[src/hw/rtl/lap_pkg.sv]
// shared types, widths and constants for the log arena append allocator
`timescale 1ns / 1ps

package lap_pkg;

    // fixed record sizes
    localparam int HEADER_BYTES = 38;
    localparam int ENTRY_BYTES  = 25;
    localparam int WORD_BYTES   = 4;

    // field widths
    localparam int BASE_W  = 48;
    localparam int SIZE_W  = 40;
    localparam int BB_W    = 17;
    localparam int EPB_W   = 16;
    localparam int OFF_W   = 40;
    localparam int LEN_W   = 20;
    localparam int IDX_W   = 32;
    localparam int CNT_W   = 32;
    localparam int PLAIN_W = 64;
    localparam int SZ_W    = 16;
    localparam int ADDR_W  = 48;
    localparam int EOFF_W  = 16;
    localparam int STAT_W  = 3;

    // datapath widths
    localparam int DIR_W   = IDX_W + 1 + BB_W;
    localparam int NEED_W  = SIZE_W + 2;
    localparam int CHK_W   = DIR_W + 2;
    localparam int EPROD_W = EPB_W + 8;

    // register port
    localparam int PADDR_W = 5;
    localparam int PDATA_W = 64;

    typedef enum logic [1:0] {
        OP_APPEND = 2'd0,
        OP_READ   = 2'd1,
        OP_WRITE  = 2'd2,
        OP_LOCATE = 2'd3
    } op_t;

    typedef enum logic [STAT_W-1:0] {
        ST_OK    = 3'd0,
        ST_FULL  = 3'd1,
        ST_ZERO  = 3'd2,
        ST_RANGE = 3'd3,
        ST_WRAP  = 3'd4
    } status_t;

    typedef enum logic [1:0] {
        REG_BASE = 2'd0,
        REG_SIZE = 2'd1,
        REG_BB   = 2'd2,
        REG_EPB  = 2'd3
    } reg_idx_t;

    localparam logic [BB_W-1:0]  BB_RESET  = 17'd8192;
    localparam logic [EPB_W-1:0] EPB_RESET = 16'd327;

    typedef struct packed {
        logic [BASE_W-1:0] region_base;
        logic [SIZE_W-1:0] region_size;
        logic [BB_W-1:0]   block_bytes;
        logic [EPB_W-1:0]  entries_per_block;
    } cfg_t;

endpackage

[src/hw/rtl/log_arena_append_allocator.sv]
// Log arena append allocator, top level.
// Manages an append-only region: item data grows from offset 0 upward and a
// directory of fixed-size entries grows down from the region end.
// Request channel (req_valid / req_stall): operation plus its operands;
// append, read check, write check or directory locate.
// Response channel (rsp_valid / rsp_stall): status, address, granted length,
// entry offset and the counters after the request.
// Each request runs from acceptance to response through one 32-step
// pass of the shared divider (entry number over entries per block), then a
// multiply, a sum and an evaluate state. req_stall stays high meanwhile; the
// next request is taken the cycle after the response is loaded.
// The response sits in an output register: a stalled response holds, and
// the block still accepts a new request, but will not finish it until the
// held response is taken.
// Configuration is written through the APB-style port, by the user only while
// idle (the block does not enforce this); registers sit at byte addresses 0, 8, 16 and 24.
// Reset clears all counters and the sealed flag and loads the register
// defaults (block size 8192, 327 entries per block).
`timescale 1ns / 1ps

module log_arena_append_allocator (
    input  logic                          clk,
    input  logic                          rst_n,
    // register port
    input  logic                          psel,
    input  logic                          penable,
    input  logic                          pwrite,
    input  logic [lap_pkg::PADDR_W-1:0]   paddr,
    input  logic [lap_pkg::PDATA_W-1:0]   pwdata,
    output logic [lap_pkg::PDATA_W-1:0]   prdata,
    output logic                          pready,
    // request channel
    input  logic                          req_valid,
    output logic                          req_stall,
    input  logic [1:0]                    operation,
    input  logic [lap_pkg::SZ_W-1:0]      stored_size,
    input  logic [lap_pkg::SZ_W-1:0]      plain_size,
    input  logic [lap_pkg::OFF_W-1:0]     offset,
    input  logic [lap_pkg::LEN_W-1:0]     length,
    input  logic [lap_pkg::IDX_W-1:0]     entry_index,
    // response channel
    output logic                          rsp_valid,
    input  logic                          rsp_stall,
    output logic [lap_pkg::STAT_W-1:0]    status,
    output logic [lap_pkg::ADDR_W-1:0]    address,
    output logic [lap_pkg::LEN_W-1:0]     granted_length,
    output logic [lap_pkg::EOFF_W-1:0]    entry_offset,
    output logic [lap_pkg::SIZE_W-1:0]    used_bytes,
    output logic [lap_pkg::CNT_W-1:0]     item_count,
    output logic [lap_pkg::CNT_W-1:0]     compressed_count,
    output logic                          sealed
);

    typedef enum logic [4:0] {
        S_IDLE = 5'b00001,
        S_DIV  = 5'b00010,
        S_MUL  = 5'b00100,
        S_SUM  = 5'b01000,
        S_EVAL = 5'b10000
    } seq_t;

    lap_pkg::cfg_t cfg;

    seq_t state_reg;
    seq_t state_next;

    // latched request
    lap_pkg::op_t                 op_reg;
    logic [lap_pkg::SZ_W-1:0]     stored_reg;
    logic [lap_pkg::SZ_W-1:0]     plain_reg;
    logic [lap_pkg::OFF_W-1:0]    off_reg;
    logic [lap_pkg::LEN_W-1:0]    len_reg;
    logic [lap_pkg::IDX_W-1:0]    idx_reg;
    logic [lap_pkg::NEED_W-1:0]   need_reg;
    logic [lap_pkg::SIZE_W-1:0]   used_new_reg;
    logic [lap_pkg::OFF_W:0]      end_reg;
    logic [lap_pkg::ADDR_W-1:0]   base_size_reg;

    // intermediate results
    logic [lap_pkg::DIR_W-1:0]    prod_reg;
    logic [lap_pkg::EOFF_W-1:0]   eoff_reg;
    logic [lap_pkg::CHK_W-1:0]    chk_reg;
    logic [lap_pkg::SIZE_W-1:0]   lim_reg;
    logic [lap_pkg::ADDR_W-1:0]   loc_addr_reg;

    // arena state
    logic [lap_pkg::SIZE_W-1:0]   used_total_reg;
    logic [lap_pkg::CNT_W-1:0]    item_total_reg;
    logic [lap_pkg::CNT_W-1:0]    compressed_total_reg;
    logic [lap_pkg::PLAIN_W-1:0]  plain_total_reg;
    logic                         sealed_reg;

    // response register
    logic                         rsp_valid_reg;
    lap_pkg::status_t             status_reg;
    logic [lap_pkg::ADDR_W-1:0]   address_reg;
    logic [lap_pkg::LEN_W-1:0]    granted_reg;
    logic [lap_pkg::EOFF_W-1:0]   eoff_out_reg;

    logic                         req_take;
    logic                         rsp_free;
    logic                         eval_go;
    logic [lap_pkg::IDX_W-1:0]    div_k;
    logic [lap_pkg::EPB_W-1:0]    div_d;
    logic [lap_pkg::IDX_W-1:0]    div_q;
    logic [lap_pkg::EPB_W-1:0]    div_r;
    logic                         div_done;
    logic [lap_pkg::EPROD_W-1:0]  eprod;
    logic [lap_pkg::DIR_W-1:0]    prod_next;

    lap_pkg::status_t             ev_status;
    logic [lap_pkg::ADDR_W-1:0]   ev_addr;
    logic [lap_pkg::LEN_W-1:0]    ev_granted;
    logic [lap_pkg::EOFF_W-1:0]   ev_eoff;
    logic                         ev_append_ok;
    logic                         ev_refuse;
    logic [lap_pkg::SIZE_W-1:0]   room;

    lap_regs u_regs (
        .clk     (clk),
        .rst_n   (rst_n),
        .psel    (psel),
        .penable (penable),
        .pwrite  (pwrite),
        .paddr   (paddr),
        .pwdata  (pwdata),
        .prdata  (prdata),
        .pready  (pready),
        .cfg     (cfg)
    );

    // handshakes
    assign req_stall = (state_reg != S_IDLE);
    assign req_take  = req_valid && !req_stall;
    assign rsp_free  = !rsp_valid_reg || !rsp_stall;
    assign eval_go   = (state_reg == S_EVAL) && rsp_free;

    // divider operands: entry count for the directory size, or the entry index
    always_comb
    begin
        case (lap_pkg::op_t'(operation))
            lap_pkg::OP_APPEND: div_k = item_total_reg + 1'b1;
            lap_pkg::OP_LOCATE: div_k = entry_index;
            default:            div_k = item_total_reg;
        endcase
    end

    assign div_d = (cfg.entries_per_block == '0) ? lap_pkg::EPB_W'(1) : cfg.entries_per_block;

    lap_div u_div (
        .clk       (clk),
        .rst_n     (rst_n),
        .start     (req_take),
        .dividend  (div_k),
        .divisor   (div_d),
        .quotient  (div_q),
        .remainder (div_r),
        .done      (div_done)
    );

    // sequencer
    always_comb
    begin
        state_next = state_reg;
        case (state_reg)
            S_IDLE: if (req_take) state_next = S_DIV;
            S_DIV:  if (div_done) state_next = S_MUL;
            S_MUL:  state_next = S_SUM;
            S_SUM:  state_next = S_EVAL;
            S_EVAL: if (rsp_free) state_next = S_IDLE;
            default: state_next = S_IDLE;
        endcase
    end

    always_ff @(posedge clk or negedge rst_n)
    begin
        if (!rst_n)
        begin
            state_reg <= S_IDLE;
        end
        else
        begin
            state_reg <= state_next;
        end
    end

    // request capture and precomputed sums
    always_ff @(posedge clk)
    begin
        if (req_take)
        begin
            op_reg        <= lap_pkg::op_t'(operation);
            stored_reg    <= stored_size;
            plain_reg     <= plain_size;
            off_reg       <= offset;
            len_reg       <= length;
            idx_reg       <= entry_index;
            need_reg      <= lap_pkg::NEED_W'(used_total_reg)
                             + lap_pkg::NEED_W'(stored_size)
                             + lap_pkg::NEED_W'(lap_pkg::HEADER_BYTES
                                                + 2 * lap_pkg::WORD_BYTES);
            used_new_reg  <= used_total_reg + lap_pkg::SIZE_W'(stored_size)
                             + lap_pkg::SIZE_W'(lap_pkg::HEADER_BYTES);
            end_reg       <= {1'b0, offset} + (lap_pkg::OFF_W + 1)'(length);
            base_size_reg <= cfg.region_base + lap_pkg::ADDR_W'(cfg.region_size);
        end
    end

    // directory size product and entry byte offset
    assign prod_next = ({1'b0, div_q} + 1'b1) * lap_pkg::DIR_W'(cfg.block_bytes);
    assign eprod     = lap_pkg::EPROD_W'(div_r) * lap_pkg::EPROD_W'(lap_pkg::ENTRY_BYTES);

    always_ff @(posedge clk)
    begin
        if (state_reg == S_MUL)
        begin
            prod_reg <= prod_next;
            eoff_reg <= eprod[lap_pkg::EOFF_W-1:0];
        end
    end

    // space check, data limit and block address
    always_ff @(posedge clk)
    begin
        if (state_reg == S_SUM)
        begin
            chk_reg      <= lap_pkg::CHK_W'(need_reg) + lap_pkg::CHK_W'(prod_reg);
            lim_reg      <= (prod_reg > lap_pkg::DIR_W'(cfg.region_size))
                            ? '0 : cfg.region_size - prod_reg[lap_pkg::SIZE_W-1:0];
            loc_addr_reg <= base_size_reg - prod_reg[lap_pkg::ADDR_W-1:0];
        end
    end

    // result of the request
    assign ev_refuse    = sealed_reg || (chk_reg > lap_pkg::CHK_W'(cfg.region_size));
    assign ev_append_ok = (op_reg == lap_pkg::OP_APPEND) && !ev_refuse;
    assign room         = lim_reg - off_reg;

    always_comb
    begin
        ev_status  = lap_pkg::ST_OK;
        ev_addr    = '0;
        ev_granted = '0;
        ev_eoff    = '0;
        case (op_reg)
            lap_pkg::OP_APPEND:
            begin
                if (ev_refuse)
                begin
                    ev_status = lap_pkg::ST_FULL;
                end
                else
                begin
                    ev_addr = lap_pkg::ADDR_W'(used_total_reg);
                    if (item_total_reg == '1)
                    begin
                        ev_status = lap_pkg::ST_WRAP;
                    end
                end
            end
            lap_pkg::OP_READ, lap_pkg::OP_WRITE:
            begin
                if (len_reg == '0)
                begin
                    ev_status = lap_pkg::ST_ZERO;
                end
                else if (off_reg >= lim_reg)
                begin
                    ev_status = lap_pkg::ST_RANGE;
                end
                else if (end_reg > {1'b0, lim_reg})
                begin
                    // read clamps at the limit, write is refused
                    if (op_reg == lap_pkg::OP_READ)
                    begin
                        ev_granted = room[lap_pkg::LEN_W-1:0];
                    end
                    else
                    begin
                        ev_status = lap_pkg::ST_RANGE;
                    end
                end
                else
                begin
                    ev_granted = len_reg;
                end
            end
            lap_pkg::OP_LOCATE:
            begin
                if (idx_reg >= item_total_reg)
                begin
                    ev_status = lap_pkg::ST_RANGE;
                end
                else
                begin
                    ev_addr = loc_addr_reg;
                    ev_eoff = eoff_reg;
                end
            end
            default: ev_status = lap_pkg::ST_OK;
        endcase
    end

    // arena counters
    always_ff @(posedge clk or negedge rst_n)
    begin
        if (!rst_n)
        begin
            used_total_reg       <= '0;
            item_total_reg       <= '0;
            compressed_total_reg <= '0;
            plain_total_reg      <= '0;
            sealed_reg           <= 1'b0;
        end
        else if (eval_go && (op_reg == lap_pkg::OP_APPEND))
        begin
            if (ev_append_ok)
            begin
                used_total_reg  <= used_new_reg;
                item_total_reg  <= item_total_reg + 1'b1;
                plain_total_reg <= plain_total_reg + lap_pkg::PLAIN_W'(plain_reg);
                if (stored_reg < plain_reg)
                begin
                    compressed_total_reg <= compressed_total_reg + 1'b1;
                end
            end
            else
            begin
                sealed_reg <= 1'b1;
            end
        end
    end

    // response valid
    always_ff @(posedge clk or negedge rst_n)
    begin
        if (!rst_n)
        begin
            rsp_valid_reg <= 1'b0;
        end
        else if (eval_go)
        begin
            rsp_valid_reg <= 1'b1;
        end
        else if (!rsp_stall)
        begin
            rsp_valid_reg <= 1'b0;
        end
    end

    // response payload
    always_ff @(posedge clk)
    begin
        if (eval_go)
        begin
            status_reg   <= ev_status;
            address_reg  <= ev_addr;
            granted_reg  <= ev_granted;
            eoff_out_reg <= ev_eoff;
        end
    end

    assign rsp_valid        = rsp_valid_reg;
    assign status           = status_reg;
    assign address          = address_reg;
    assign granted_length   = granted_reg;
    assign entry_offset     = eoff_out_reg;
    assign used_bytes       = used_total_reg;
    assign item_count       = item_total_reg;
    assign compressed_count = compressed_total_reg;
    assign sealed           = sealed_reg;

endmodule

[src/hw/rtl/lap_regs.sv]
// configuration register file behind the register port
`timescale 1ns / 1ps

module lap_regs (
    input  logic                          clk,
    input  logic                          rst_n,
    input  logic                          psel,
    input  logic                          penable,
    input  logic                          pwrite,
    input  logic [lap_pkg::PADDR_W-1:0]   paddr,
    input  logic [lap_pkg::PDATA_W-1:0]   pwdata,
    output logic [lap_pkg::PDATA_W-1:0]   prdata,
    output logic                          pready,
    output lap_pkg::cfg_t                 cfg
);

    lap_pkg::cfg_t    cfg_reg;
    lap_pkg::reg_idx_t idx;
    logic             wr_en;

    // 8-byte register slots
    assign idx    = lap_pkg::reg_idx_t'(paddr[4:3]);
    assign wr_en  = psel && penable && pwrite;
    assign pready = 1'b1;
    assign cfg    = cfg_reg;

    // register writes
    always_ff @(posedge clk or negedge rst_n)
    begin
        if (!rst_n)
        begin
            cfg_reg.region_base       <= '0;
            cfg_reg.region_size       <= '0;
            cfg_reg.block_bytes       <= lap_pkg::BB_RESET;
            cfg_reg.entries_per_block <= lap_pkg::EPB_RESET;
        end
        else if (wr_en)
        begin
            case (idx)
                lap_pkg::REG_BASE: cfg_reg.region_base <= pwdata[lap_pkg::BASE_W-1:0];
                lap_pkg::REG_SIZE: cfg_reg.region_size <= pwdata[lap_pkg::SIZE_W-1:0];
                lap_pkg::REG_BB:   cfg_reg.block_bytes <= pwdata[lap_pkg::BB_W-1:0];
                lap_pkg::REG_EPB:
                    cfg_reg.entries_per_block <= pwdata[lap_pkg::EPB_W-1:0];
                default: ;
            endcase
        end
    end

    // readback
    always_comb
    begin
        case (idx)
            lap_pkg::REG_BASE: prdata = lap_pkg::PDATA_W'(cfg_reg.region_base);
            lap_pkg::REG_SIZE: prdata = lap_pkg::PDATA_W'(cfg_reg.region_size);
            lap_pkg::REG_BB:   prdata = lap_pkg::PDATA_W'(cfg_reg.block_bytes);
            lap_pkg::REG_EPB:  prdata = lap_pkg::PDATA_W'(cfg_reg.entries_per_block);
            default:           prdata = '0;
        endcase
    end

endmodule

[src/hw/rtl/lap_div.sv]
// shared restoring divider, one quotient bit per cycle
`timescale 1ns / 1ps

module lap_div (
    input  logic                        clk,
    input  logic                        rst_n,
    input  logic                        start,
    input  logic [lap_pkg::IDX_W-1:0]   dividend,
    input  logic [lap_pkg::EPB_W-1:0]   divisor,
    output logic [lap_pkg::IDX_W-1:0]   quotient,
    output logic [lap_pkg::EPB_W-1:0]   remainder,
    output logic                        done
);

    localparam int CNT_BITS = $clog2(lap_pkg::IDX_W + 1);

    logic [lap_pkg::IDX_W-1:0] quo_reg;
    logic [lap_pkg::EPB_W-1:0] rem_reg;
    logic [lap_pkg::EPB_W-1:0] dsr_reg;
    logic [CNT_BITS-1:0]       cnt_reg;
    logic                      running_reg;
    logic                      done_reg;
    logic [lap_pkg::EPB_W:0]   trial;
    logic [lap_pkg::EPB_W:0]   diff;
    logic                      fits;

    // one trial subtraction
    assign trial = {rem_reg, quo_reg[lap_pkg::IDX_W-1]};
    assign diff  = trial - {1'b0, dsr_reg};
    assign fits  = (trial >= {1'b0, dsr_reg});

    assign quotient  = quo_reg;
    assign remainder = rem_reg;
    assign done      = done_reg;

    // step control
    always_ff @(posedge clk or negedge rst_n)
    begin
        if (!rst_n)
        begin
            running_reg <= 1'b0;
            done_reg    <= 1'b0;
            cnt_reg     <= '0;
        end
        else
        begin
            done_reg <= 1'b0;
            if (start)
            begin
                running_reg <= 1'b1;
                cnt_reg     <= CNT_BITS'(lap_pkg::IDX_W);
            end
            else if (running_reg)
            begin
                cnt_reg <= cnt_reg - 1'b1;
                if (cnt_reg == CNT_BITS'(1))
                begin
                    running_reg <= 1'b0;
                    done_reg    <= 1'b1;
                end
            end
        end
    end

    // quotient and remainder shift
    always_ff @(posedge clk)
    begin
        if (start)
        begin
            quo_reg <= dividend;
            rem_reg <= '0;
            dsr_reg <= divisor;
        end
        else if (running_reg)
        begin
            quo_reg <= {quo_reg[lap_pkg::IDX_W-2:0], fits};
            rem_reg <= fits ? diff[lap_pkg::EPB_W-1:0] : trial[lap_pkg::EPB_W-1:0];
        end
    end

endmodule

[config.mk]
export PLATFORM = sky130hd
export DESIGN_NAME = log_arena_append_allocator
export DESIGN_NICKNAME = d
export VERILOG_FILES = /design/src/hw/rtl/lap_pkg.sv /design/src/hw/rtl/log_arena_append_allocator.sv /design/src/hw/rtl/lap_regs.sv /design/src/hw/rtl/lap_div.sv
export SDC_FILE = /design/constraint.sdc
export NUM_CORES = 2
export LEC_CHECK = 0
export ABC_AREA = 0
export BUFFER_PORTS_ARGS = -buffer_cell sky130_fd_sc_hd__buf_2
export CAP_MARGIN = 15
export CORE_UTILIZATION = 63
export DETAILED_ROUTE_END_ITERATION = 10
export PLACE_DENSITY_LB_ADDON = 0.25
export SLEW_MARGIN = 0
export SYNTH_ARGS = -nofsm -noshare
export SYNTH_HDL_FRONTEND = slang
export SYNTH_SLANG_ARGS = --single-unit
export TNS_END_PERCENT = 10
[constraint.sdc]
create_clock -name clk -period 13 [get_ports clk]
set_input_delay 1.3 -clock clk [delete_from_list [all_inputs] [get_ports clk]]
set_output_delay 1.3 -clock clk [all_outputs]
set_load 0.01 [all_outputs]
==> results.yml <==
clock_tree:
  cts_tree: "yes"
  cts_buffers: 98
  cts_sinks: 889
  clockBufferDepth: 3
  root_buffer: "clkbuf_16"
  post_cts_buffers: 0
  ctsHoldBuffers: 0
  htreeDepth: 3
  clk_pin_slew_worst_paths_ns: 0.06
  worstSkewPairLatency_ns: 0.73
  post_cts_resized: 0
grt:
  grt_max_degree: 152
  grtUsageTotal_pct: 34.6
  grt_pass1_wl_um: 300000
  globalRouteOverflowTotal: 0
  antenna_found_initial: 27
  grt_pass1_vias: 53141
cells_and_area:
  synthToLayoutAreaGrowth_pct: 10.4
  finish.utilization_pct: 70.2
  largest_reg_flops: 121
  drive_gt1_share_pct: 11.7
  fin_nets: 8544
  fin_area_um2: 77800
synthesis:
  ys_async_sr_fraction_pct: 27.0
  synth_top_family_by_area: "adder cells"
  synth_compound_gate_area_share_pct: 11.5
  syn_area_per_cell_um2: 10.2
  synthMuxAreaShare_pct: 2.85
  synthXorXnorAreaFrac_pct: 5.70
  yosysUniqueCellTypes: 87
  synth_fa_ha_area_share_pct: 24.9
  yosysWarnings: 0
  synth-simple-area-share_pct: 12.6
  synth-edff-count: 633
  ys_seq_elements: 889
  ys.flop_type: "edfxtp_1"
  synth_area_um2: 70500
  syn_inst: 6911
  yosysSeqAreaShare_pct: 35.9
hold_path:
  hold-path-endpoint: "used_bytes[5]"
  whs_path_depth: 2
  hp-class: "reg2reg"
  holdCritStartpoint: "used_new_reg[5]"
sta:
  setup_violations: 0
  worstMarginPinSlew_ns: 1.22
  finClkSkew_ns: 0.0815
  rsz0062_at_grt: "no"
  fmax_mhz: 107
  tns_ns: 0
  finalMaxSlewViolations: 0
  finalCritPeriodShare_pct: 71.8
  slew_headroom_pct: 18.4
  fin_crit_ns: 9.33
  hold_viol_final: 0
critical_path:
  path_delay_family: "adder cells"
  critPathLaunchType: "flip-flop"
  path_common_cell: "fa_1"
  critPathMaxFanout: 20
  r2r-start: "u_div.quotient[0]"
  end_kind: "flip-flop"
  rr_endpoint: "prod_reg[48]"
  path_class: "reg2reg"
  timing.critical_path.buf_inv: 4
  worst_r2r_path_depth: 28
  arrival_ns: 9.75
  worstPathRequired_ns: 13.41
  reg2reg_slack_ns: 3.67
  slowest_delay_ns: 0.89
  cp_slowest_cell: "xnor2_2"
routing:
  ant_nets: 0
  post_drt_via_cell_ratio: 6.02
  drc: 0
  vias: 53029
  wirelength_um: 195000
  first_pass_iters: 9
  routedWlPerCell_um: 22.2
  drtIter0Drc: 4182
floorplan:
  rows: 122
  die_h_um: 337
  die_w_um: 337
  start_util_pct: 63.6
  die-area_um2: 113000
  core_area_um2: 111000
  top_level_ports: 461
place:
  place_area_um2: 74200
  hpwl_um: 149000
  place_congestion: 0.968
  io_buffers: 424
outcome:
  outcome: "completed"
job:
  maxCapViolations: 0
==> layout by cell type (no fill, tap or decap), drive strengths merged, types with 24 or more instances in the layout <==
master  count
dfrtp     233
a21o      228
a31oi      30
a211oi     25
clkbuf    128
o21a       38
and2      250
edfxtp    633
mux2      120
a22o       44
ha        634
and3       67
a21oi     353
nand4      97
nand2     672
o21ai     285
xnor2     320
nor4       27
fa        482
mux2i      30
nand2b     46
clkinv     34
o21bai     54
nor2      310
nor2b      73
nand3     140
and4       24
buf       478
inv       921
nor3       79
a222oi     28
xor2      139
==> cell usage after synthesis, types with 139 or more instances <==
cell,instances,area (µm²)
inv_1,916,3440
fa_1,482,9650
nand3_1,140,701
ha_1,634,7930
xnor2_1,320,2800
a21oi_1,353,1770
edfxtp_1,633,19000
nor2_1,310,1160
and2_1,249,1560
a21o_1,228,1710
o21ai_0,276,1380
dfrtp_1,233,5830
clkbuf_1,240,901
xor2_1,139,1220
nand2_1,672,2520
==> area by class of cell <==
cell class,count,area (µm²)
clock buffer,128,2730
sequential,889,25300
multi-input combinational,4843,41000
inverter,916,3450
timing repair buffer,478,2620
clock inverter,58,811
fill,8327,33000
antenna,15,37.5
tap,1488,1860
==> cells by family after synthesis <==
family | after synthesis
and+or+nand+nor | 1840
AOI/OAI and AO/OA | 1245
buffers and inverters | 1194
xor gates and xnor gates | 459
adders and majority gates | 1116
other | 2
muxes | 166
DFF | 889
==> metal layers <==
layer | GRT usage (%) | vias to the layer above | wire length, µm
li1 | - | 24155 | -
met1 | 46.1 | 25937 | 77800
met2 | 55.2 | 2421 | 89200
met3 | 7.07 | 494 | 19500
met4 | 15.1 | 22 | 8790
met5 | 0 | - | 146
==> through the flow <==
step                hold slack [ns]  std cells  worst slack, ns
floorplan                     0.426       6926            0.811
global placement              0.434       8612             3.87
detailed placement            0.460       8612             3.86
CTS                           0.453       8798             3.77
global route                  0.475       8806             3.22
finish                        0.459       8815             3.67
==> worst min-delay path: cells and delay by family (launching register included) <==
family | cells | cell delay [ns]
compound gates | 1 | 0.06
flops | 1 | 0.33
simple gates | 1 | 0.05
==> worst max-delay path by stage <==
stage                                  from                 end  slack (ns)  cells after the start
final                     u_div.quotient[0]        prod_reg[48]        3.67                     28
after global routing      u_div.quotient[0]        prod_reg[48]        3.22                     28
after CTS                 u_div.quotient[0]        prod_reg[48]        3.77                     28
after detailed placement  u_div.quotient[0]        prod_reg[48]        3.86                     28
after global placement    u_div.quotient[0]        prod_reg[48]        3.87                     28
after floorplan                   req_valid  u_div.quotient[31]        0.81                      7
Power is left out: the tool's default activity adds up to more than one toggle a clock period on the data nets, which glitch-free logic cannot reach.
